**src/hdl/joint_feedback_drive_with_safety_macros.svh**
```systemverilog
// ----------------------------------------------------------------------------
// joint feedback drive assertion macros
// concurrent assertion helpers for the drive safety module, empty for synthesis
// ----------------------------------------------------------------------------
`ifndef JOINT_FEEDBACK_DRIVE_WITH_SAFETY_MACROS_SVH
`define JOINT_FEEDBACK_DRIVE_WITH_SAFETY_MACROS_SVH

`ifndef SYNTHESIS

// expression holds at every edge out of reset
`define JFD_ASSERT_HOLDS(label, clk, rst_n, expr) \
    label: assert property (@(posedge clk) disable iff (!rst_n) (expr)) \
        else $error("jfd assertion failed");

// antecedent implies consequent in the same cycle
`define JFD_ASSERT_IMPLIES(label, clk, rst_n, ante, cons) \
    label: assert property (@(posedge clk) disable iff (!rst_n) (ante) |-> (cons)) \
        else $error("jfd assertion failed");

// antecedent implies consequent in the next cycle
`define JFD_ASSERT_NEXT(label, clk, rst_n, ante, cons) \
    label: assert property (@(posedge clk) disable iff (!rst_n) (ante) |=> (cons)) \
        else $error("jfd assertion failed");

`else

`define JFD_ASSERT_HOLDS(label, clk, rst_n, expr)
`define JFD_ASSERT_IMPLIES(label, clk, rst_n, ante, cons)
`define JFD_ASSERT_NEXT(label, clk, rst_n, ante, cons)

`endif

`endif

```
**src/hdl/jfd_pkg.sv**
```systemverilog
// ----------------------------------------------------------------------------
// jfd_pkg
// types, constants and the cosine table of the joint feedback drive
// ----------------------------------------------------------------------------
`timescale 1ns / 1ps
`default_nettype none

package jfd_pkg;

    // cosine table depth and index widths
    localparam int COS_TABLE_DEPTH = 256;
    localparam int COS_IDX_W       = $clog2(COS_TABLE_DEPTH);
    localparam int COS_RAW_W       = $clog2(COS_TABLE_DEPTH + 1);
    localparam int COS_PROD_W      = 12 + COS_RAW_W;

    // angle and rate conversion, q24
    localparam logic signed [31:0] ANG_PER_TICK  = 32'sd25736;
    localparam logic signed [31:0] ANG_OFFSET    = 32'sd5872026;
    localparam logic signed [35:0] RATE_PER_TICK = 36'sd257359;

    // duty scaling: drive / (3 * 2^24), rounded half away from zero
    localparam logic [42:0] DUTY_HALF   = 43'd25165824;
    localparam logic [18:0] DIV3_RECIP  = 19'd174763;
    localparam int          DIV3_SHIFT  = 19;
    localparam int          DUTY_MAX    = 16384;

    // safety chain limits
    localparam logic [1:0] ZERO_PULSES     = 2'd2;
    localparam logic [3:0] STALL_LIMIT     = 4'd10;
    localparam logic [3:0] STALL_COUNT_MAX = 4'd15;

    // configuration port
    localparam int CFG_ADDR_W = 5;

    typedef enum logic [2:0] {
        REG_POSITION_GAIN    = 3'd0,
        REG_VELOCITY_GAIN    = 3'd1,
        REG_FEEDFORWARD_GAIN = 3'd2,
        REG_GRAVITY_GAIN     = 3'd3,
        REG_TOP_LIMIT        = 3'd4,
        REG_STALL_SPEED      = 3'd5,
        REG_STALL_VOLTAGE    = 3'd6,
        REG_MAX_VOLTAGE      = 3'd7
    } t_reg_index;

    typedef enum logic [2:0] {
        SAFE_NONE   = 3'd0,
        SAFE_TOP    = 3'd1,
        SAFE_BOTTOM = 3'd2,
        SAFE_CLIP   = 3'd3,
        SAFE_STALL  = 3'd4
    } t_safety_code;

    // configuration registers
    typedef struct packed {
        logic        [15:0] position_gain;
        logic        [15:0] velocity_gain;
        logic        [15:0] feedforward_gain;
        logic        [14:0] gravity_gain;
        logic signed [15:0] top_limit;
        logic        [14:0] stall_speed;
        logic        [14:0] stall_voltage;
        logic        [14:0] max_voltage;
    } t_cfg;

    // accepted input item
    typedef struct packed {
        logic               func;
        logic signed [15:0] encoder_ticks;
        logic signed [15:0] encoder_rate;
        logic               at_bottom;
        logic signed [15:0] ref_position;
        logic signed [15:0] ref_velocity;
        logic signed [15:0] manual_voltage;
    } t_in_item;

    // converted measurements and errors
    typedef struct packed {
        logic               func;
        logic               at_bottom;
        logic signed [31:0] ang;
        logic signed [35:0] vel;
        logic signed [31:0] err_p;
        logic signed [35:0] err_v;
        logic signed [15:0] ref_velocity;
        logic signed [15:0] cos_val;
        logic signed [15:0] manual_voltage;
    } t_front;

    // gain products
    typedef struct packed {
        logic               func;
        logic               at_bottom;
        logic signed [31:0] ang;
        logic signed [35:0] vel;
        logic signed [48:0] p_pos;
        logic signed [52:0] p_vel;
        logic signed [32:0] p_ff;
        logic signed [31:0] p_grav;
        logic signed [15:0] manual_voltage;
    } t_prod;

    // limited drive and status, q36
    typedef struct packed {
        logic signed [42:0] u;
        t_safety_code       code;
        logic               zero_request;
        logic               stall_latched;
        logic               initialized;
    } t_drive;

    // cosine table
    localparam logic signed [63:0] ONE_Q28     = 64'sd268435456;
    localparam logic signed [63:0] PI_Q28      = 64'sd843314857;
    localparam logic signed [63:0] HALF_PI_Q28 = 64'sd421657428;
    localparam logic signed [63:0] TWO_PI_Q28  = 64'sd1686629713;
    localparam logic signed [63:0] OFFSET_Q28  = 64'sd93952410;

    typedef logic signed [15:0] t_cos_table [COS_TABLE_DEPTH];

    // cos in q14 of a q28 angle in [0, 2pi + offset), taylor series in q28
    function automatic logic signed [15:0] f_cos_q14(input logic signed [63:0] a_in);
        logic signed [63:0] a;
        logic signed [63:0] x;
        logic signed [63:0] x2;
        logic signed [63:0] t;
        logic signed [63:0] r;
        logic               neg;
        a   = a_in;
        neg = 1'b0;
        if (a > PI_Q28) begin
            a = a - TWO_PI_Q28;
        end
        x = (a < 0) ? -a : a;
        if (x > HALF_PI_Q28) begin
            x   = PI_Q28 - x;
            neg = 1'b1;
        end
        x2 = (x * x) / ONE_Q28;
        t  = ONE_Q28;
        for (int k = 6; k >= 1; k--) begin
            t = ONE_Q28 - ((x2 * t) / ONE_Q28) / 64'((2 * k - 1) * (2 * k));
        end
        if (neg) begin
            t = -t;
        end
        r = (((t < 0) ? -t : t) + 64'sd8192) / 64'sd16384;
        return (t < 0) ? 16'(-r) : 16'(r);
    endfunction

    function automatic t_cos_table f_build_cos();
        t_cos_table tab;
        for (int i = 0; i < COS_TABLE_DEPTH; i++) begin
            tab[i] = f_cos_q14((TWO_PI_Q28 * 64'(i)) / COS_TABLE_DEPTH + OFFSET_Q28);
        end
        return tab;
    endfunction

    localparam t_cos_table COS_TABLE = f_build_cos();

endpackage

`default_nettype wire

```
**src/hdl/jfd_duty.sv**
```systemverilog
// ----------------------------------------------------------------------------
// jfd_duty
// duty scaling stage and output register: rounded, saturated, negated
// ----------------------------------------------------------------------------
`timescale 1ns / 1ps
`default_nettype none

module jfd_duty (
    input  wire logic            i_clk,
    input  wire logic            i_rst_n,
    input  wire logic            i_valid,
    output logic                 o_ready,
    input  wire jfd_pkg::t_drive i_item,
    output logic                 o_valid,
    input  wire logic            i_ready,
    output logic [23:0]          o_data
);
    import jfd_pkg::*;

    logic               r_valid;
    logic [23:0]        r_data;
    logic [23:0]        n_data;
    logic signed [42:0] w_mag;
    logic [42:0]        w_round;
    logic [18:0]        w_quot24;
    logic [37:0]        w_prod;
    logic [18:0]        w_quot;
    logic [15:0]        w_sat;
    logic [15:0]        w_duty;

    assign o_ready = !r_valid || i_ready;
    assign o_valid = r_valid;
    assign o_data  = r_data;

    // |u| / (3 * 2^24): shift first, then divide by three via reciprocal
    assign w_mag    = (i_item.u < 0) ? -i_item.u : i_item.u;
    assign w_round  = 43'(w_mag) + DUTY_HALF;
    assign w_quot24 = w_round[42:24];
    assign w_prod   = 38'(w_quot24) * 38'(DIV3_RECIP);
    assign w_quot   = w_prod[37:DIV3_SHIFT];
    assign w_sat    = (w_quot > 19'(DUTY_MAX)) ? 16'(DUTY_MAX) : w_quot[15:0];
    assign w_duty   = (i_item.u > 0) ? 16'd0 - w_sat : w_sat;

    // result packing, highest field first
    assign n_data = {2'b00, i_item.initialized, i_item.stall_latched, i_item.zero_request,
                     i_item.code, w_duty};

    // output register
    always_ff @(posedge i_clk) begin
        if (!i_rst_n) begin
            r_valid <= 1'b0;
        end else if (o_ready) begin
            r_valid <= i_valid;
        end
    end

    always_ff @(posedge i_clk) begin
        if (o_ready && i_valid) begin
            r_data <= n_data;
        end
    end

endmodule

`default_nettype wire

```
**config.mk**
```make
export PLATFORM = sky130hd
export DESIGN_NAME = jfd_duty
export DESIGN_NICKNAME = d
export VERILOG_FILES = /design/src/hdl/joint_feedback_drive_with_safety_macros.svh /design/src/hdl/jfd_pkg.sv /design/src/hdl/jfd_duty.sv
export SDC_FILE = /design/constraint.sdc
export NUM_CORES = 1
export LEC_CHECK = 0
export ABC_AREA = 1
export BUFFER_PORTS_ARGS = -buffer_cell sky130_fd_sc_hd__buf_4
export CAP_MARGIN = 20
export CORE_MARGIN = 5
export CORE_UTILIZATION = 55
export DETAILED_ROUTE_END_ITERATION = 12
export GPL_TIMING_DRIVEN = 1
export HOLD_SLACK_MARGIN = 0.02
export PLACE_DENSITY = 0.78
export SLEW_MARGIN = 15
export SYNTH_ARGS = -nofsm -noshare
export SYNTH_HDL_FRONTEND = slang
export SYNTH_SLANG_ARGS = --single-unit
```
**constraint.sdc**
```tcl
create_clock -name i_clk -period 10.05 [get_ports i_clk]
set_clock_uncertainty 0.15 [all_clocks]
set_input_delay 0.5025 -clock i_clk [delete_from_list [all_inputs] [get_ports i_clk]]
set_output_delay 0.5025 -clock i_clk [all_outputs]
set_load 0.02 [all_outputs]
```
After elaboration in Yosys (flattened, before gate mapping)
Cells that the tools add are included.
{"block": "classes", "bitwise": 0, "shift": 0, "n_div": 0, "multipliers": 1, "add_sub_neg": 3, "eq_ne": 0, "magnitude_cmp": 3, "muxes": 3, "n_reduce_logical": 3}
{"operator": "adder 43 x 25 -> 43 bit (second input constant)", "count": 1}
{"operator": "> comparator 43 x 1 -> 1 bit (second input constant)", "count": 1}
{"operator": "less-than comparator 43 x 1 -> 1 bit (second input constant)", "count": 1}
{"operator": "2-to-1 mux 43 bit", "count": 1}
{"operator": "negator 43 bit", "count": 1}
{"operator": "multiplier 19 x 18 -> 37 bit (second input constant)", "count": 1}
{"operator": "2-to-1 mux 16 bit", "count": 2}
{"operator": "> comparator 18 x 15 -> 1 bit (second input constant)", "count": 1}
{"operator": "subtractor 1 x 16 -> 16 bit (first input constant)", "count": 1}
{"operator": "logical AND 1 bit", "count": 1}
{"operator": "logical NOT 1 bit", "count": 1}
{"operator": "logical OR 1 bit", "count": 1}
{"block": "word_totals", "mem_count": 0, "latchBits": 0, "ff_bits": 23, "romBits": 0, "input_bits": 53, "mem_bits_rw": 0, "word_cells": 15}

Depth between registers and ports, before layout
{"block": "logic_depth", "depth_word": 8, "depth_mapped": 59}

Worst setup path after synthesis
No wires, ideal clock.
{"block": "synth_path", "path_kind": "input to register", "startpoint": "input i_item[10] (netlist name)", "endpoint": "register r_data[4], in the netlist o_data[4] (data pin)", "t_required_ps": 9646, "arrival_ps": 7822, "setup_ps": 254, "cell_stages": 42, "setup_slack_ps": 1824, "path_cell_list": "or2_1 > nand3b_4 > nor2_2 > nand2_2 > nor2_4 > nor2_1 > xor2_1 > o21a_1 > nand3_2 > nor2_2 > nand2_2 > inv_2 > nand4_4 > xnor2_1 > ha_1 > ha_1 > fa_1 > fa_1 > [... 6 more ...] > inv_1 > nand2_1 > nand2_1 > a21oi_1 > nor3_1 > nor3_1 > nand3_1 > a21oi_1 > nand2_1 > nand2_1 > buf_4 > buf_8 > nand2_1 > ha_1 > nand2_1 > nand2_2 > xnor2_1 > inv_1"}
{"block": "synth_via", "elab_chain_cells": 8, "elab_cells_between_ends": 10, "classes_between": "add/sub: 3; mul: 1; order compare: 3; mux: 3"}
{"element": "start: declaration", "line": "jfd_duty.sv:13", "text": "input wire jfd_pkg::t_drive i_item,"}
{"element": "negator 43 bit / less-than comparator 43 x 1 -> 1 bit (equally long branches)", "line": "jfd_duty.sv:36", "text": "assign w_mag = (i_item.u < 0) ? -i_item.u : i_item.u;"}
{"element": "2-to-1 mux 43 bit", "line": "jfd_duty.sv:36"}
{"element": "adder 43 x 25 -> 43 bit", "line": "jfd_duty.sv:37", "text": "assign w_round = 43'(w_mag) + DUTY_HALF;"}
{"element": "multiplier 19 x 18 -> 37 bit", "line": "jfd_duty.sv:39", "text": "assign w_prod = 38'(w_quot24) * 38'(DIV3_RECIP);"}
{"element": "> comparator 18 x 15 -> 1 bit", "line": "jfd_duty.sv:41", "text": "assign w_sat = (w_quot > 19'(DUTY_MAX)) ? 16'(DUTY_MAX) : w_quot[15:0];"}
{"element": "2-to-1 mux 16 bit", "line": "jfd_duty.sv:41"}
{"element": "subtractor 1 x 16 -> 16 bit", "line": "jfd_duty.sv:42", "text": "assign w_duty = (i_item.u > 0) ? 16'd0 - w_sat : w_sat;"}
{"element": "2-to-1 mux 16 bit (*)", "line": "jfd_duty.sv:42"}
{"element": "named net w_duty[4]", "line": "jfd_duty.sv:29", "text": "logic [15:0] w_duty;"}
{"element": "end signal: assignment", "line": "jfd_duty.sv:59", "text": "r_data <= n_data;"}
{"element": "end: declaration", "line": "jfd_duty.sv:21", "text": "logic [23:0] r_data;"}
The timed path passes the listed nets; every way through them passes the cells marked *.
A chain may end at the register's enable or synchronous reset.

Worst setup path in the final report
Same ends and word-level chain as after synthesis.

==> impl_metrics.xml <==
<?xml version="1.0" encoding="UTF-8"?>
<metrics>
  <group name="outcome">
    <metric name="run_status" unit="">completed</metric>
  </group>
  <group name="layout">
    <metric name="syn2layout_area_growth" unit="%">9.470</metric>
    <metric name="final_common_cell" unit="">sky130_fd_sc_hd__inv_1</metric>
    <metric name="final_layout_size_suffix_gt1_share" unit="%">9.639</metric>
    <metric name="nNetsFinal" unit="">1777</metric>
    <metric name="filler_free_cell_count_of_the_finished_design" unit="">1667</metric>
    <metric name="antenna-diode-count" unit="">0</metric>
    <metric name="stdcell_area" unit="sq um">10720</metric>
    <metric name="most-common-layout-cells" unit="">429 x sky130_fd_sc_hd__inv_1, 297 x sky130_fd_sc_hd__nand2_1, 162 x sky130_fd_sc_hd__ha_1</metric>
  </group>
  <group name="sta">
    <metric name="slew_headroom" unit="%">56.99</metric>
    <metric name="setup_viol" unit="">0</metric>
    <metric name="final.hold.worst_slack" unit="ns">0.2754</metric>
    <metric name="finalSetupTns" unit="ns">0</metric>
    <metric name="rsz0062_at_grt" unit="">no</metric>
    <metric name="timing.final.max_slew_violations" unit="">0</metric>
    <metric name="hold_viol_final" unit="">0</metric>
    <metric name="max_slew.worst_pin.slew" unit="ns">0.6406</metric>
    <metric name="fmax" unit="MHz">108.4</metric>
    <metric name="finalCriticalPeriod" unit="ns">9.224</metric>
    <metric name="timing.final.crit_share" unit="%">91.78</metric>
  </group>
  <group name="synthesis">
    <metric name="ys_ff_latch" unit="">23</metric>
    <metric name="syn_area" unit="sq um">9791</metric>
    <metric name="synth.top_cells.by_area" unit="">sky130_fd_sc_hd__fa_1 24%, sky130_fd_sc_hd__ha_1 21%, sky130_fd_sc_hd__inv_1 16%</metric>
    <metric name="yosysWarningCount" unit="">0</metric>
    <metric name="postSynthAreaPerCell" unit="sq um">7.183</metric>
    <metric name="synth_seq_area_share" unit="%">6.952</metric>
    <metric name="synth.lib_cells_used.distinct" unit="">48</metric>
    <metric name="synthesis.instances" unit="">1363</metric>
    <metric name="synth-async-reset-ratio" unit="%">0</metric>
    <metric name="synth_edf_count" unit="">22</metric>
    <metric name="synth_top_cell_area_share" unit="%">24.33</metric>
    <metric name="ys_dominant_reg_cell" unit="">sky130_fd_sc_hd__edfxtp_1</metric>
    <metric name="synth_area_leader_cell" unit="">sky130_fd_sc_hd__fa_1</metric>
  </group>
  <group name="routing">
    <metric name="antenna_violating_nets_left" unit="">0</metric>
    <metric name="wl_per_cell" unit="microns">13.95</metric>
    <metric name="route.detailed.drc" unit="">0</metric>
    <metric name="drt-vias-per-instance" unit="">4.992</metric>
    <metric name="drt_wl_total" unit="mm">23.26</metric>
    <metric name="drt-initial-drc-count" unit="">480</metric>
    <metric name="drtPass1Iterations" unit="">6</metric>
    <metric name="vias" unit="">8322</metric>
  </group>
  <group name="clock_network">
    <metric name="cts_setup_buffers" unit="">0</metric>
    <metric name="max-clock-path-buffers" unit="">2</metric>
    <metric name="number_of_sinks_on_the_clock_net" unit="">23</metric>
    <metric name="path_clk_slew" unit="ns">0.06</metric>
    <metric name="cts_hold_buf" unit="">0</metric>
    <metric name="clock_latency" unit="ns">0.25</metric>
    <metric name="cts_inserted_buffers" unit="">3</metric>
    <metric name="clock_tree.root_cell" unit="">sky130_fd_sc_hd__clkbuf_16</metric>
    <metric name="post_cts_resized" unit="">0</metric>
    <metric name="cts_h_tree_lvls" unit="">1</metric>
    <metric name="cts_tree" unit="">built</metric>
  </group>
  <group name="setup_path">
    <metric name="max_stage_delay" unit="ns">0.54</metric>
    <metric name="crit_arrival" unit="ns">9.08</metric>
    <metric name="cp_common_cell" unit="">sky130_fd_sc_hd__inv_1</metric>
    <metric name="critPathTopFamily" unit="">simple AND/OR/NAND/NOR gates</metric>
    <metric name="worst-path-buf-inv" unit="">9</metric>
    <metric name="cp.required" unit="ns">9.91</metric>
    <metric name="critical_path_fanouts_max" unit="">15</metric>
    <metric name="timing_worst_setup_path_type" unit="">in -&gt; reg</metric>
    <metric name="timing.critical_path.to_type" unit="">flop</metric>
    <metric name="critical_path.startpoint_type" unit="">input pin</metric>
    <metric name="worst-r2r-cell-count" unit="">2</metric>
    <metric name="timing.critical_path.depth" unit="">47</metric>
    <metric name="critical-path-slowest-cell" unit="">sky130_fd_sc_hd__fa_1</metric>
  </group>
  <group name="placement">
    <metric name="place_area" unit="sq um">10630</metric>
    <metric name="gp_congestion" unit="">0.9666</metric>
    <metric name="hpwlAfterDp" unit="mm">21.33</metric>
    <metric name="port_buffers" unit="">76</metric>
    <metric name="place.detailed.instances" unit="">1662</metric>
  </group>
  <group name="die">
    <metric name="chipHeight" unit="microns">143.4</metric>
    <metric name="initial_core_util" unit="%">56.41</metric>
    <metric name="chipWidth" unit="microns">143.4</metric>
    <metric name="fp.coreArea" unit="sq um">17360</metric>
    <metric name="die_area" unit="sq um">20570</metric>
    <metric name="ioPinCount" unit="">79</metric>
    <metric name="floorplan.rows" unit="">48</metric>
  </group>
  <group name="global_routing">
    <metric name="grt_max_degree" unit="">23</metric>
    <metric name="wire_length_of_the_first_global_routing_pass" unit="mm">39.36</metric>
    <metric name="grt_antenna_before_repair" unit="">0</metric>
    <metric name="first_global_vias" unit="">8571</metric>
    <metric name="overflow" unit="">0</metric>
    <metric name="grt.total_usage" unit="%">23.57</metric>
  </group>
  <group name="min_path">
    <metric name="worst_hold_path_type" unit="">in -&gt; reg</metric>
    <metric name="holdPathStages" unit="">1</metric>
  </group>
  <group name="run">
    <metric name="max_cap_viol_count" unit="">0</metric>
  </group>
</metrics>
-- routing by layer --
metal	global-route usage, %	vias up	share of wire (%)
li1	-	4204	-
met1	30.14	3807	43
met2	42.36	255	48
met3	1.897	56	5.5
met4	7.433	0	3.5
met5	0	-	0
-- final cells by class --
class	count	area (sq um)
clock buffer	3	75.07
clock inverter	1	5.005
fill	1533	6639
inverter	437	1640
multi-input combinational	897	7423
sequential	23	680.7
tap	225	281.5
timing repair buffer	81	611.8
-- sequential cells by signal (all words and copies together) (netlist names) --
name     flops
o_data      22
o_valid      1
-- cells by family (layout without fill, tap and decap cells) --
kind of cell               after synthesis  in the layout  synth area share (%)
xor gates and xnor gates                37             37                 3.732
AOI/OAI and AO/OA                       72             72                 4.383
other                                    1              2               0.03830
DFF                                     23             23                 6.952
buffers and inverters                  444            522                 17.30
and+or+nand+nor                        505            505                 22.56
adders and majority gates              281            281                 45.04
-- worst register-to-register path, delay by kind of cell (launching register included) --
kind            cells  cell delay [ns]
buf+inv             1             0.24
compound gates      1             0.34
flops               1             0.33
-- synthesized netlist by cell type (all sizes together) (6+ instances only) --
cell / number
fa: 119
o21ai: 27
xnor2: 11
inv: 437
nand2: 310
nand3: 51
or2: 6
nor2: 97
ha: 162
a21oi: 31
edfxtp: 22
nand4: 14
buf: 6
xor2: 26
nor3: 15
-- path summary, 6_finish.rpt --
path	start	end	slack (ns)
worst max-delay path	i_item[10]	o_data[4]	0.83
worst min-delay path	i_item[3]	o_data[16]	0.28
worst max register to register	o_valid	o_data[16]	8.68
worst min register to register	o_valid	o_valid	0.41
-- through the flow --
| stage | setup slack (ns) | utilization (%) |
|---|---|---|
| 3_5_place_dp | 0.6364 | 61.22 |
| 6_report | 0.8265 | 61.75 |
| 3_3_place_gp | 0.7396 | 61.22 |
| 2_1_floorplan | 1.824 | - |
| 5_1_grt | 0.03506 | 61.75 |
| 4_1_cts | 0.8473 | 61.69 |
Power is not shown: default switching activity piles up to over one toggle a cycle in this logic, so the estimate is an artifact.
