File: src/hdl/joint_feedback_drive_with_safety_macros.svh
// ----------------------------------------------------------------------------
// joint feedback drive assertion macros
// concurrent assertion helpers for the drive safety module, empty for synthesis
// ----------------------------------------------------------------------------
`ifndef JOINT_FEEDBACK_DRIVE_WITH_SAFETY_MACROS_SVH
`define JOINT_FEEDBACK_DRIVE_WITH_SAFETY_MACROS_SVH

`ifndef SYNTHESIS

// expression holds at every edge out of reset
`define JFD_ASSERT_HOLDS(label, clk, rst_n, expr) \
    label: assert property (@(posedge clk) disable iff (!rst_n) (expr)) \
        else $error("jfd assertion failed");

// antecedent implies consequent in the same cycle
`define JFD_ASSERT_IMPLIES(label, clk, rst_n, ante, cons) \
    label: assert property (@(posedge clk) disable iff (!rst_n) (ante) |-> (cons)) \
        else $error("jfd assertion failed");

// antecedent implies consequent in the next cycle
`define JFD_ASSERT_NEXT(label, clk, rst_n, ante, cons) \
    label: assert property (@(posedge clk) disable iff (!rst_n) (ante) |=> (cons)) \
        else $error("jfd assertion failed");

`else

`define JFD_ASSERT_HOLDS(label, clk, rst_n, expr)
`define JFD_ASSERT_IMPLIES(label, clk, rst_n, ante, cons)
`define JFD_ASSERT_NEXT(label, clk, rst_n, ante, cons)

`endif

`endif

File: src/hdl/jfd_pkg.sv
// ----------------------------------------------------------------------------
// jfd_pkg
// types, constants and the cosine table of the joint feedback drive
// ----------------------------------------------------------------------------
`timescale 1ns / 1ps
`default_nettype none

package jfd_pkg;

    // cosine table depth and index widths
    localparam int COS_TABLE_DEPTH = 256;
    localparam int COS_IDX_W       = $clog2(COS_TABLE_DEPTH);
    localparam int COS_RAW_W       = $clog2(COS_TABLE_DEPTH + 1);
    localparam int COS_PROD_W      = 12 + COS_RAW_W;

    // angle and rate conversion, q24
    localparam logic signed [31:0] ANG_PER_TICK  = 32'sd25736;
    localparam logic signed [31:0] ANG_OFFSET    = 32'sd5872026;
    localparam logic signed [35:0] RATE_PER_TICK = 36'sd257359;

    // duty scaling: drive / (3 * 2^24), rounded half away from zero
    localparam logic [42:0] DUTY_HALF   = 43'd25165824;
    localparam logic [18:0] DIV3_RECIP  = 19'd174763;
    localparam int          DIV3_SHIFT  = 19;
    localparam int          DUTY_MAX    = 16384;

    // safety chain limits
    localparam logic [1:0] ZERO_PULSES     = 2'd2;
    localparam logic [3:0] STALL_LIMIT     = 4'd10;
    localparam logic [3:0] STALL_COUNT_MAX = 4'd15;

    // configuration port
    localparam int CFG_ADDR_W = 5;

    typedef enum logic [2:0] {
        REG_POSITION_GAIN    = 3'd0,
        REG_VELOCITY_GAIN    = 3'd1,
        REG_FEEDFORWARD_GAIN = 3'd2,
        REG_GRAVITY_GAIN     = 3'd3,
        REG_TOP_LIMIT        = 3'd4,
        REG_STALL_SPEED      = 3'd5,
        REG_STALL_VOLTAGE    = 3'd6,
        REG_MAX_VOLTAGE      = 3'd7
    } t_reg_index;

    typedef enum logic [2:0] {
        SAFE_NONE   = 3'd0,
        SAFE_TOP    = 3'd1,
        SAFE_BOTTOM = 3'd2,
        SAFE_CLIP   = 3'd3,
        SAFE_STALL  = 3'd4
    } t_safety_code;

    // configuration registers
    typedef struct packed {
        logic        [15:0] position_gain;
        logic        [15:0] velocity_gain;
        logic        [15:0] feedforward_gain;
        logic        [14:0] gravity_gain;
        logic signed [15:0] top_limit;
        logic        [14:0] stall_speed;
        logic        [14:0] stall_voltage;
        logic        [14:0] max_voltage;
    } t_cfg;

    // accepted input item
    typedef struct packed {
        logic               func;
        logic signed [15:0] encoder_ticks;
        logic signed [15:0] encoder_rate;
        logic               at_bottom;
        logic signed [15:0] ref_position;
        logic signed [15:0] ref_velocity;
        logic signed [15:0] manual_voltage;
    } t_in_item;

    // converted measurements and errors
    typedef struct packed {
        logic               func;
        logic               at_bottom;
        logic signed [31:0] ang;
        logic signed [35:0] vel;
        logic signed [31:0] err_p;
        logic signed [35:0] err_v;
        logic signed [15:0] ref_velocity;
        logic signed [15:0] cos_val;
        logic signed [15:0] manual_voltage;
    } t_front;

    // gain products
    typedef struct packed {
        logic               func;
        logic               at_bottom;
        logic signed [31:0] ang;
        logic signed [35:0] vel;
        logic signed [48:0] p_pos;
        logic signed [52:0] p_vel;
        logic signed [32:0] p_ff;
        logic signed [31:0] p_grav;
        logic signed [15:0] manual_voltage;
    } t_prod;

    // limited drive and status, q36
    typedef struct packed {
        logic signed [42:0] u;
        t_safety_code       code;
        logic               zero_request;
        logic               stall_latched;
        logic               initialized;
    } t_drive;

    // cosine table
    localparam logic signed [63:0] ONE_Q28     = 64'sd268435456;
    localparam logic signed [63:0] PI_Q28      = 64'sd843314857;
    localparam logic signed [63:0] HALF_PI_Q28 = 64'sd421657428;
    localparam logic signed [63:0] TWO_PI_Q28  = 64'sd1686629713;
    localparam logic signed [63:0] OFFSET_Q28  = 64'sd93952410;

    typedef logic signed [15:0] t_cos_table [COS_TABLE_DEPTH];

    // cos in q14 of a q28 angle in [0, 2pi + offset), taylor series in q28
    function automatic logic signed [15:0] f_cos_q14(input logic signed [63:0] a_in);
        logic signed [63:0] a;
        logic signed [63:0] x;
        logic signed [63:0] x2;
        logic signed [63:0] t;
        logic signed [63:0] r;
        logic               neg;
        a   = a_in;
        neg = 1'b0;
        if (a > PI_Q28) begin
            a = a - TWO_PI_Q28;
        end
        x = (a < 0) ? -a : a;
        if (x > HALF_PI_Q28) begin
            x   = PI_Q28 - x;
            neg = 1'b1;
        end
        x2 = (x * x) / ONE_Q28;
        t  = ONE_Q28;
        for (int k = 6; k >= 1; k--) begin
            t = ONE_Q28 - ((x2 * t) / ONE_Q28) / 64'((2 * k - 1) * (2 * k));
        end
        if (neg) begin
            t = -t;
        end
        r = (((t < 0) ? -t : t) + 64'sd8192) / 64'sd16384;
        return (t < 0) ? 16'(-r) : 16'(r);
    endfunction

    function automatic t_cos_table f_build_cos();
        t_cos_table tab;
        for (int i = 0; i < COS_TABLE_DEPTH; i++) begin
            tab[i] = f_cos_q14((TWO_PI_Q28 * 64'(i)) / COS_TABLE_DEPTH + OFFSET_Q28);
        end
        return tab;
    endfunction

    localparam t_cos_table COS_TABLE = f_build_cos();

endpackage

`default_nettype wire

File: src/hdl/jfd_safety.sv
// ----------------------------------------------------------------------------
// jfd_safety
// drive sum and safety chain: top limit, bottom zeroing, clip, stall cutoff
// ----------------------------------------------------------------------------
`timescale 1ns / 1ps
`default_nettype none
`include "joint_feedback_drive_with_safety_macros.svh"

module jfd_safety (
    input  wire logic           i_clk,
    input  wire logic           i_rst_n,
    input  wire jfd_pkg::t_cfg  i_cfg,
    input  wire logic           i_valid,
    output logic                o_ready,
    input  wire jfd_pkg::t_prod i_item,
    output logic                o_valid,
    input  wire logic           i_ready,
    output jfd_pkg::t_drive     o_item
);
    import jfd_pkg::*;

    logic               r_valid;
    t_drive             r_drive;
    t_drive             n_drive;
    logic [3:0]         r_stall_count;
    logic [3:0]         n_stall_count;
    logic               r_stall_flag;
    logic               n_stall_flag;
    logic [1:0]         r_zero_count;
    logic [1:0]         n_zero_count;
    logic               r_init_done;
    logic               n_init_done;
    logic               w_take;
    logic signed [55:0] w_sum;
    logic signed [55:0] w_u;
    logic signed [55:0] w_vmax;
    logic signed [55:0] w_u_mag;
    logic signed [35:0] w_vel_mag;
    logic               w_at_top;
    logic               w_still;
    t_safety_code       w_code;

    assign o_ready = !r_valid || i_ready;
    assign o_valid = r_valid;
    assign o_item  = r_drive;
    assign w_take  = o_ready && i_valid;

    // closed loop sum in q36
    assign w_sum = 56'(i_item.p_pos) + 56'(i_item.p_vel)
                 + (56'(i_item.p_ff) <<< 12) + (56'(i_item.p_grav) <<< 12);

    assign w_vmax    = signed'(56'({i_cfg.max_voltage, 26'd0}));
    assign w_at_top  = 36'(i_item.ang) >= (36'(i_cfg.top_limit) <<< 12);
    assign w_vel_mag = (i_item.vel < 0) ? -i_item.vel : i_item.vel;

    // safety chain, the last stage that acts sets the code
    always_comb begin
        w_u           = i_item.func ? (56'(i_item.manual_voltage) <<< 26) : w_sum;
        w_code        = SAFE_NONE;
        n_zero_count  = r_zero_count;
        n_init_done   = r_init_done;
        n_stall_flag  = r_stall_flag;
        n_drive.zero_request = 1'b0;

        // top soft limit
        if (w_at_top && w_u > 0) begin
            w_u    = '0;
            w_code = SAFE_TOP;
        end

        // bottom sensor: zeroing requests, then initialized
        if (i_item.at_bottom) begin
            if (r_zero_count < ZERO_PULSES) begin
                n_drive.zero_request = 1'b1;
                n_zero_count         = r_zero_count + 2'd1;
            end else begin
                n_init_done = 1'b1;
            end
            if (i_item.ang < 0 && w_u < 0) begin
                w_u    = '0;
                w_code = SAFE_BOTTOM;
            end
        end

        // symmetric clip
        if (w_u > w_vmax) begin
            w_u    = w_vmax;
            w_code = SAFE_CLIP;
        end else if (w_u < -w_vmax) begin
            w_u    = -w_vmax;
            w_code = SAFE_CLIP;
        end

        // stall counting and cutoff
        w_u_mag = (w_u < 0) ? -w_u : w_u;
        w_still = (w_vel_mag <= signed'(36'({i_cfg.stall_speed, 12'd0})))
               && (w_u_mag > signed'(56'({i_cfg.stall_voltage, 26'd0})));
        if (w_still) begin
            n_stall_count = (r_stall_count < STALL_COUNT_MAX) ?
                            r_stall_count + 4'd1 : r_stall_count;
        end else begin
            n_stall_count = 4'd0;
        end
        if (n_stall_count > STALL_LIMIT) begin
            n_stall_flag = 1'b1;
            w_u          = '0;
            w_code       = SAFE_STALL;
        end

        n_drive.u             = 43'(w_u);
        n_drive.code          = w_code;
        n_drive.stall_latched = n_stall_flag;
        n_drive.initialized   = n_init_done;
    end

    // tick state, advanced once per item
    always_ff @(posedge i_clk) begin
        if (!i_rst_n) begin
            r_stall_count <= 4'd0;
            r_stall_flag  <= 1'b0;
            r_zero_count  <= 2'd0;
            r_init_done   <= 1'b0;
        end else if (w_take) begin
            r_stall_count <= n_stall_count;
            r_stall_flag  <= n_stall_flag;
            r_zero_count  <= n_zero_count;
            r_init_done   <= n_init_done;
        end
    end

    // stage register
    always_ff @(posedge i_clk) begin
        if (!i_rst_n) begin
            r_valid <= 1'b0;
        end else if (o_ready) begin
            r_valid <= i_valid;
        end
    end

    always_ff @(posedge i_clk) begin
        if (w_take) begin
            r_drive <= n_drive;
        end
    end

    // state consistency checks
    `JFD_ASSERT_HOLDS(a_zero_count_bound, i_clk, i_rst_n, r_zero_count <= ZERO_PULSES)
    `JFD_ASSERT_IMPLIES(a_init_after_zeroing, i_clk, i_rst_n, r_init_done, r_zero_count == ZERO_PULSES)
    `JFD_ASSERT_NEXT(a_stall_flag_sticky, i_clk, i_rst_n, r_stall_flag, r_stall_flag)
    `JFD_ASSERT_IMPLIES(a_count_sets_flag, i_clk, i_rst_n, r_stall_count > STALL_LIMIT, r_stall_flag)
    `JFD_ASSERT_IMPLIES(a_stall_cuts_drive, i_clk, i_rst_n, r_valid && r_drive.code == SAFE_STALL, r_drive.u == '0)

endmodule

`default_nettype wire

File: config.mk
export PLATFORM = sky130hd
export DESIGN_NAME = jfd_safety
export DESIGN_NICKNAME = d
export VERILOG_FILES = /design/src/hdl/jfd_pkg.sv /design/src/hdl/jfd_safety.sv
export VERILOG_INCLUDE_DIRS = /design/src /design/src/hdl
export SDC_FILE = /design/constraint.sdc
export NUM_CORES = 1
export LEC_CHECK = 0
export BUFFER_PORTS_ARGS = -buffer_cell sky130_fd_sc_hd__buf_2
export CORE_MARGIN = 2
export CORE_UTILIZATION = 30
export DETAILED_ROUTE_END_ITERATION = 16
export SLEW_MARGIN = 20
export SYNTH_ARGS = -nofsm -noshare
export SYNTH_HDL_FRONTEND = slang
export SYNTH_SLANG_ARGS = --single-unit
File: constraint.sdc
create_clock -name i_clk -period 20.4 [get_ports i_clk]
set_input_delay 0 -clock i_clk [delete_from_list [all_inputs] [get_ports i_clk]]
set_output_delay 0 -clock i_clk [all_outputs]
set_load 0.01 [all_outputs]
; ---- After elaboration in Yosys (flattened, before gate mapping)
; Cells that the tools add are included.
[word_totals]
input_bits = 381
latchBits = 0
ff_bits = 58
elab_cells = 57
ramBits = 0
memories = 0
out_inout_bits = 51
rom_bits = 0
[classes]
mul = 0
n_reduce_logical = 7
eq_ne = 0
n_shift = 0
n_addsub = 8
n_mux = 19
n_div = 0
bitwise_logic = 0
n_lt_le_gt_ge = 13
[ops]
columns = cell, n
row1 = $mux W56, 7
row2 = $gt A56 B42 Y1, 2
row3 = $lt A56 B1 Y1 const B, 2
row4 = $add A55 B44 Y56, 1
row5 = $gt A56 B1 Y1 const B, 1
row6 = $lt A56 B56 Y1, 1
row7 = $neg A41 Y56, 1
row8 = $neg A56 Y56, 1
row9 = $add A54 B45 Y55, 1
row10 = $add A49 B53 Y54, 1
row11 = $le A36 B28 Y1, 1
row12 = $lt A36 B1 Y1 const B, 1
row13 = $mux W36, 1
row14 = $neg A36 Y36, 1
row15 = $ge A32 B28 Y1, 1
row16 = $lt A32 B1 Y1 const B, 1
row17 = $mux W4, 2
row18 = $mux W3, 2
row19 = $mux W1, 5
row20 = $add A4 B1 Y4 const B, 1
row21 = $gt A4 B4 Y1 const B, 1
row22 = $logic_and A1 B1 Y1, 4
row23 = $lt A4 B4 Y1 const B, 1
row24 = $mux W2, 2
row25 = other kinds (5), 5

; ---- Longest topological paths before layout
[depth]
depth_word = 21
mapped_depth = 65

; ---- Least setup slack after synthesis
; OpenSTA, ideal clock, no wires.
[synth_timing]
path_kind = in2reg
from = input i_item[18] (netlist name)
to = register r_drive, in the netlist o_item[1], data pin
path_stages = 60
slack_ps = 8719
required_time_ps = 20141
setup_ps = 259
arrival_time_ps = 11421
path_cell_list = inv_1 -> fa_1 -> fa_1 -> inv_1 -> ha_1 -> buf_6 -> a21oi_4 -> o21ai_2 -> a221o_1 -> and2_4 -> or4_4 -> a31oi_4 -> nor4b_2 -> or4b_4 -> nor4_4 -> a41oi_1 -> clkbuf_1 -> clkbuf_1 -> [24 not listed] -> ha_1 -> a21o_1 -> a21oi_1 -> nor2b_1 -> o21ai_0 -> nand2b_1 -> a21oi_1 -> nor2b_1 -> o21ai_0 -> o311ai_0 -> a21oi_1 -> o32ai_1 -> a311o_1 -> nor4_2 -> a21o_4 -> nor2_4 -> buf_6 -> or2_1
[synth_between]
elab_chain_cells = 19
[synth_rtl]
columns = element, line_no
row1 = from (decl), jfd_safety.sv:15  ; input wire jfd_pkg::t_prod i_item,
row2 = $add A55 B44 Y56 (*), jfd_safety.sv:50  ; + (56'(i_item.p_ff) <<< 12) + (56'(i_item.p_grav) <<< 12);
row3 = $mux W56 (*), jfd_safety.sv:58  ; w_u = i_item.func ? (56'(i_item.manual_voltage) <<< 26) : w_sum;
row4 = $gt A56 B1 Y1, jfd_safety.sv:66  ; if (w_at_top && w_u > 0) begin
row5 = $logic_and A1 B1 Y1, jfd_safety.sv:66
row6 = $mux W56 (*), jfd_safety.sv:66
row7 = $lt A56 B1 Y1, jfd_safety.sv:79  ; if (i_item.ang < 0 && w_u < 0) begin
row8 = $logic_and A1 B1 Y1, jfd_safety.sv:79
row9 = $mux W56, jfd_safety.sv:79
row10 = [4 not listed], n/a
row11 = $neg A56 Y56 / $lt A56 B1 Y1 (equally long branches), jfd_safety.sv:95  ; w_u_mag = (w_u < 0) ? -w_u : w_u;
row12 = $mux W56 (*), jfd_safety.sv:95
row13 = $gt A56 B42 Y1 (*), jfd_safety.sv:97  ; && (w_u_mag > signed'(56'({i_cfg.stall_voltage, 26'd0})));
row14 = $logic_and A1 B1 Y1 (*), jfd_safety.sv:97
row15 = $mux W4 (*), jfd_safety.sv:98  ; if (w_still) begin
row16 = $gt A4 B4 Y1 (*), jfd_safety.sv:104  ; if (n_stall_count > STALL_LIMIT) begin
row17 = $mux W1 (*), jfd_safety.sv:104
row18 = via n_stall_flag, jfd_safety.sv:28  ; logic n_stall_flag;
row19 = to (signal assigned), jfd_safety.sv:142  ; r_drive <= n_drive;
row20 = to (decl), jfd_safety.sv:23  ; t_drive r_drive;
; The timed path passes the listed nets; every way through them passes the cells marked *.
; A chain may end at the register's enable or synchronous reset.

; ---- Final worst setup path
[layout_timing]
from = input i_item[17] (netlist name)
to = register r_drive, in the netlist o_item[24], data pin
[layout_between]
elab_chain_cells = 18
[layout_rtl]
columns = element, line_no
row1 = $add A55 B44 Y56 (*), jfd_safety.sv:50
row2 = $mux W56 (*), jfd_safety.sv:58
row3 = $gt A56 B1 Y1, jfd_safety.sv:66
row4 = $logic_and A1 B1 Y1, jfd_safety.sv:66
row5 = $mux W56 (*), jfd_safety.sv:66
row6 = $lt A56 B1 Y1, jfd_safety.sv:79
row7 = $logic_and A1 B1 Y1, jfd_safety.sv:79
row8 = $mux W56, jfd_safety.sv:79
row9 = [2 not listed], n/a
row10 = $mux W56, jfd_safety.sv:89  ; end else if (w_u < -w_vmax) begin
row11 = $mux W56 (*), jfd_safety.sv:86  ; if (w_u > w_vmax) begin
row12 = $neg A56 Y56 / $lt A56 B1 Y1 (equally long branches), jfd_safety.sv:95
row13 = $mux W56, jfd_safety.sv:95
row14 = $gt A56 B42 Y1, jfd_safety.sv:97
row15 = $logic_and A1 B1 Y1, jfd_safety.sv:97
row16 = $mux W4, jfd_safety.sv:98
row17 = $gt A4 B4 Y1, jfd_safety.sv:104
; Mark *: on every way between the ends. The rest lies on a longest branch, timed or not.

==> flow_summary.toml <==
[cts]
cts_resized = 0
cts_max_level = 3
cts-root-buf = "clkbuf_16"
cts_made_buffers = 9
cts.sinks = 58
cts_tree = "built"
clk_latency_ns = 0.33
clkTransAtPathRegs_ns = 0.06
cts_buffer_depth = 2

[critical_path]
cp-start-kind = "input pin"
cp_top_family = "compound AO/OA/AOI/OAI gates"
cp_num_buf_inv = 6
worstPathArrival_ns = 14.65
worst_path_largest_cell_delay_ns = 0.67
crit_fanout = 33
crit_path_top_delay_cell = "mux2i_1"
cp.required_ns = 20.52
worst-setup-path-type = "in2reg"
critPathMostFrequentCell = "ha_1"
end_kind = "flip-flop"

[timing]
period_minus_slack_ns = 14.53
hold_violations = 0
worstMarginPinSlew_ns = 0.967
fin_setup_tns_ns = 0
fmax_mhz = 68.8
rsz0062_at_grt = "no"
setup_viol = 0
period_share = 0.712
slew_headroom = 0.350
clock_skew_ns = 0.00921
maxSlewViolCount = 0

[floorplanning]
rows = 85
die_y_um = 236
die_width_um = 236
ios = 432
start_util = 0.302
core_area_mm2 = 0.0535
die_area_mm2 = 0.0557

[detailed_routing]
drt_iter0_markers = 1596
drc = 0
detail_route.first_pass.iterations = 6
wl_um = 58900
drt.antenna.violating_nets = 0
wl_per_cell_um = 18.3
vias = 17600
via_per_inst = 5.45

[cells_and_area]
instances_no_fill = 3221
fillers = 5853
area_delta_synth_final_pct = 17.7
fin_nets = 3157
final_layout_size_suffix_gt1_frac = 0.196
fin_area_mm2 = 0.0190
regArea_mm2 = 0.00165
multi_input_area_mm2 = 0.0130

[synthesis]
synthTopCellsByCount = "inv_1, nor2_1, nand2_1"
synth_edf_count = 49
synthMostInstantiatedCell = "inv_1"
yosysSeqAreaShare = 0.102
netlist_area_mm2 = 0.0161
synth-seq-cells = 58
syn_nets = 2841
yosys_warnings = 0
netlist.top_cell.by_area = "ha_1"
ys.flop_type = "edfxtp_1"
netlist.area_leader.share = 0.135
async_reset_ff_frac = 0
ys_top_cells_by_area = "ha_1, fa_1, edfxtp_1, inv_1, a21oi_1"
synthCells = 2202
syn_area_per_cell_um2 = 7.33
netlist-cell-type-count = 116

[placed_design]
portBuffers = 368
dp.cells = 3201
place.gp.congestion = 0.968
dp_hpwl_um = 50000
placed_area_mm2 = 0.0186

[outcome]
status = "completed"

[global_routing]
grt-ovfl-total = 0
grt_max_degree = 57
grt_pass1_vias = 17000
grt_pass1_wl_um = 92300
grt_antenna_before_repair = 7
grt_usage = 0.206

[run]
drv_cap = 0

[worst_hold_path]
hold_path_class = "in2reg"

[power_and_ir_drop]
powerDensity_mw_per_mm2 = 99.6
p_total_mw = 1.89
leakage_nw = 8.99
vdd_drop_max_mv = 0.0460
metrics by stage:
stage / setup WS [ns] / hold WS, ns / utilization
3_3_place_gp: 5.77 / 0.276 / 0.348
3_5_place_dp: 5.77 / 0.279 / 0.348
4_1_cts: 6.03 / 0.0808 / 0.355
2_1_floorplan: 8.72 / 0.118 / -
5_1_grt: 4.86 / 0.0873 / 0.355
6_report: 5.87 / 0.0910 / 0.355
worst register-to-register path: cells and delay by family, from the launching register on:
kind                     cells  cell delay (ns)
AO/OA/AOI/OAI                3             0.91
flip-flops                   1             0.43
AND/OR/NAND/NOR              1             0.29
adder cells (fa/ha/maj)      1             0.28
buffers and inverters        1             0.25
layer usage:
layer,vias to the layer above,wire [um],global-route usage
met5,-,46,0
met4,8,1800,0.0627
met3,101,4030,0.0218
met2,727,27100,0.350
met1,8195,25900,0.273
li1,8534,-,-
state kept, by name, indices dropped and copies added (netlist names):
name and cells:
o_item 49, r_stall_count 4, r_zero_count 2, o_valid 1, r_init_done 1, r_stall_flag 1
where the power goes:
group | internal (mW) | leakage [nW] | switching (mW)
sequential | 0.159 | 0.556 | 0.00657
combinational | 0.547 | 8.27 | 1.00
clock | 0.120 | 0.171 | 0.0565
total | 0.827 | 8.99 | 1.07
cell families (layout without fill, tap and decap cells):
| group | Yosys count | after routing | share of synthesized area |
|---|---|---|---|
| and+or+nand+nor | 823 | 823 | 0.262 |
| AOI/OAI and AO/OA | 600 | 600 | 0.255 |
| buffers and inverters | 377 | 698 | 0.0924 |
| adders and majority gates | 258 | 258 | 0.239 |
| DFF | 58 | 58 | 0.102 |
| xor gates and xnor gates | 57 | 57 | 0.0309 |
| muxes | 29 | 29 | 0.0186 |
| other | 0 | 2 | 0 |
what timing repair did:
| action | CTS | global route |
|---|---|---|
| endpoints found under the hold margin | 3 | 0 |
| hold buffers | 2 | 0 |
| setup endpoints to repair | 0 | 0 |
| setup buffers | 0 | 0 |
worst paths after layout:
check | start | to | slack [ns] | cells after the start
hold reg to reg | r_stall_flag$_SDFFE_PN0P_ | r_stall_flag$_SDFFE_PN0P_ | 0.47 | 1
hold / removal | i_ready | o_valid$_SDFFE_PN0N_ | 0.09 | 3
setup / recovery | i_item[17] | o_item[24]$_SDFFCE_PN0P_ | 5.87 | 54
setup reg to reg | r_stall_count[0]$_SDFFE_PN0P_ | o_item[24]$_SDFFCE_PN0P_ | 18.04 | 6
layout make-up:
cell class	count	area share
inverters	291	0.0575
clock inverters	7	0.00658
flip-flops and latches	58	0.0869
diodes	2	0.000263
clock buffers	9	0.0119
well taps	696	0.0458
repair buffers	391	0.106
multi-input cells	1767	0.685
placed cells by master (no fill, tap or decap), types with 7 or more instances in the layout:
cell,n
and2_1,34
ha_1,174
inv_1,290
nand3_1,65
clkbuf_16,9
nor3_1,59
buf_2,368
nor2_2,18
a21oi_1,158
or4_1,11
nor4_1,23
o211ai_1,26
nand2_1,195
a2111oi_0,8
mux2i_1,21
nor2_1,205
o21a_1,24
nand2b_1,16
o21ai_1,13
dfxtp_1,9
mux2_2,8
nor2b_1,41
xnor2_1,46
or3_1,14
fa_1,84
o31ai_1,23
o221ai_1,13
xor2_1,11
or2_2,7
a21o_1,39
o2111ai_1,9
edfxtp_1,49
a21boi_0,7
a211oi_1,21
o21ai_0,115
nand4_1,48
a31oi_1,25
and3_1,26
buf_4,21
Note: power is estimated with default switching activity, not from simulation.
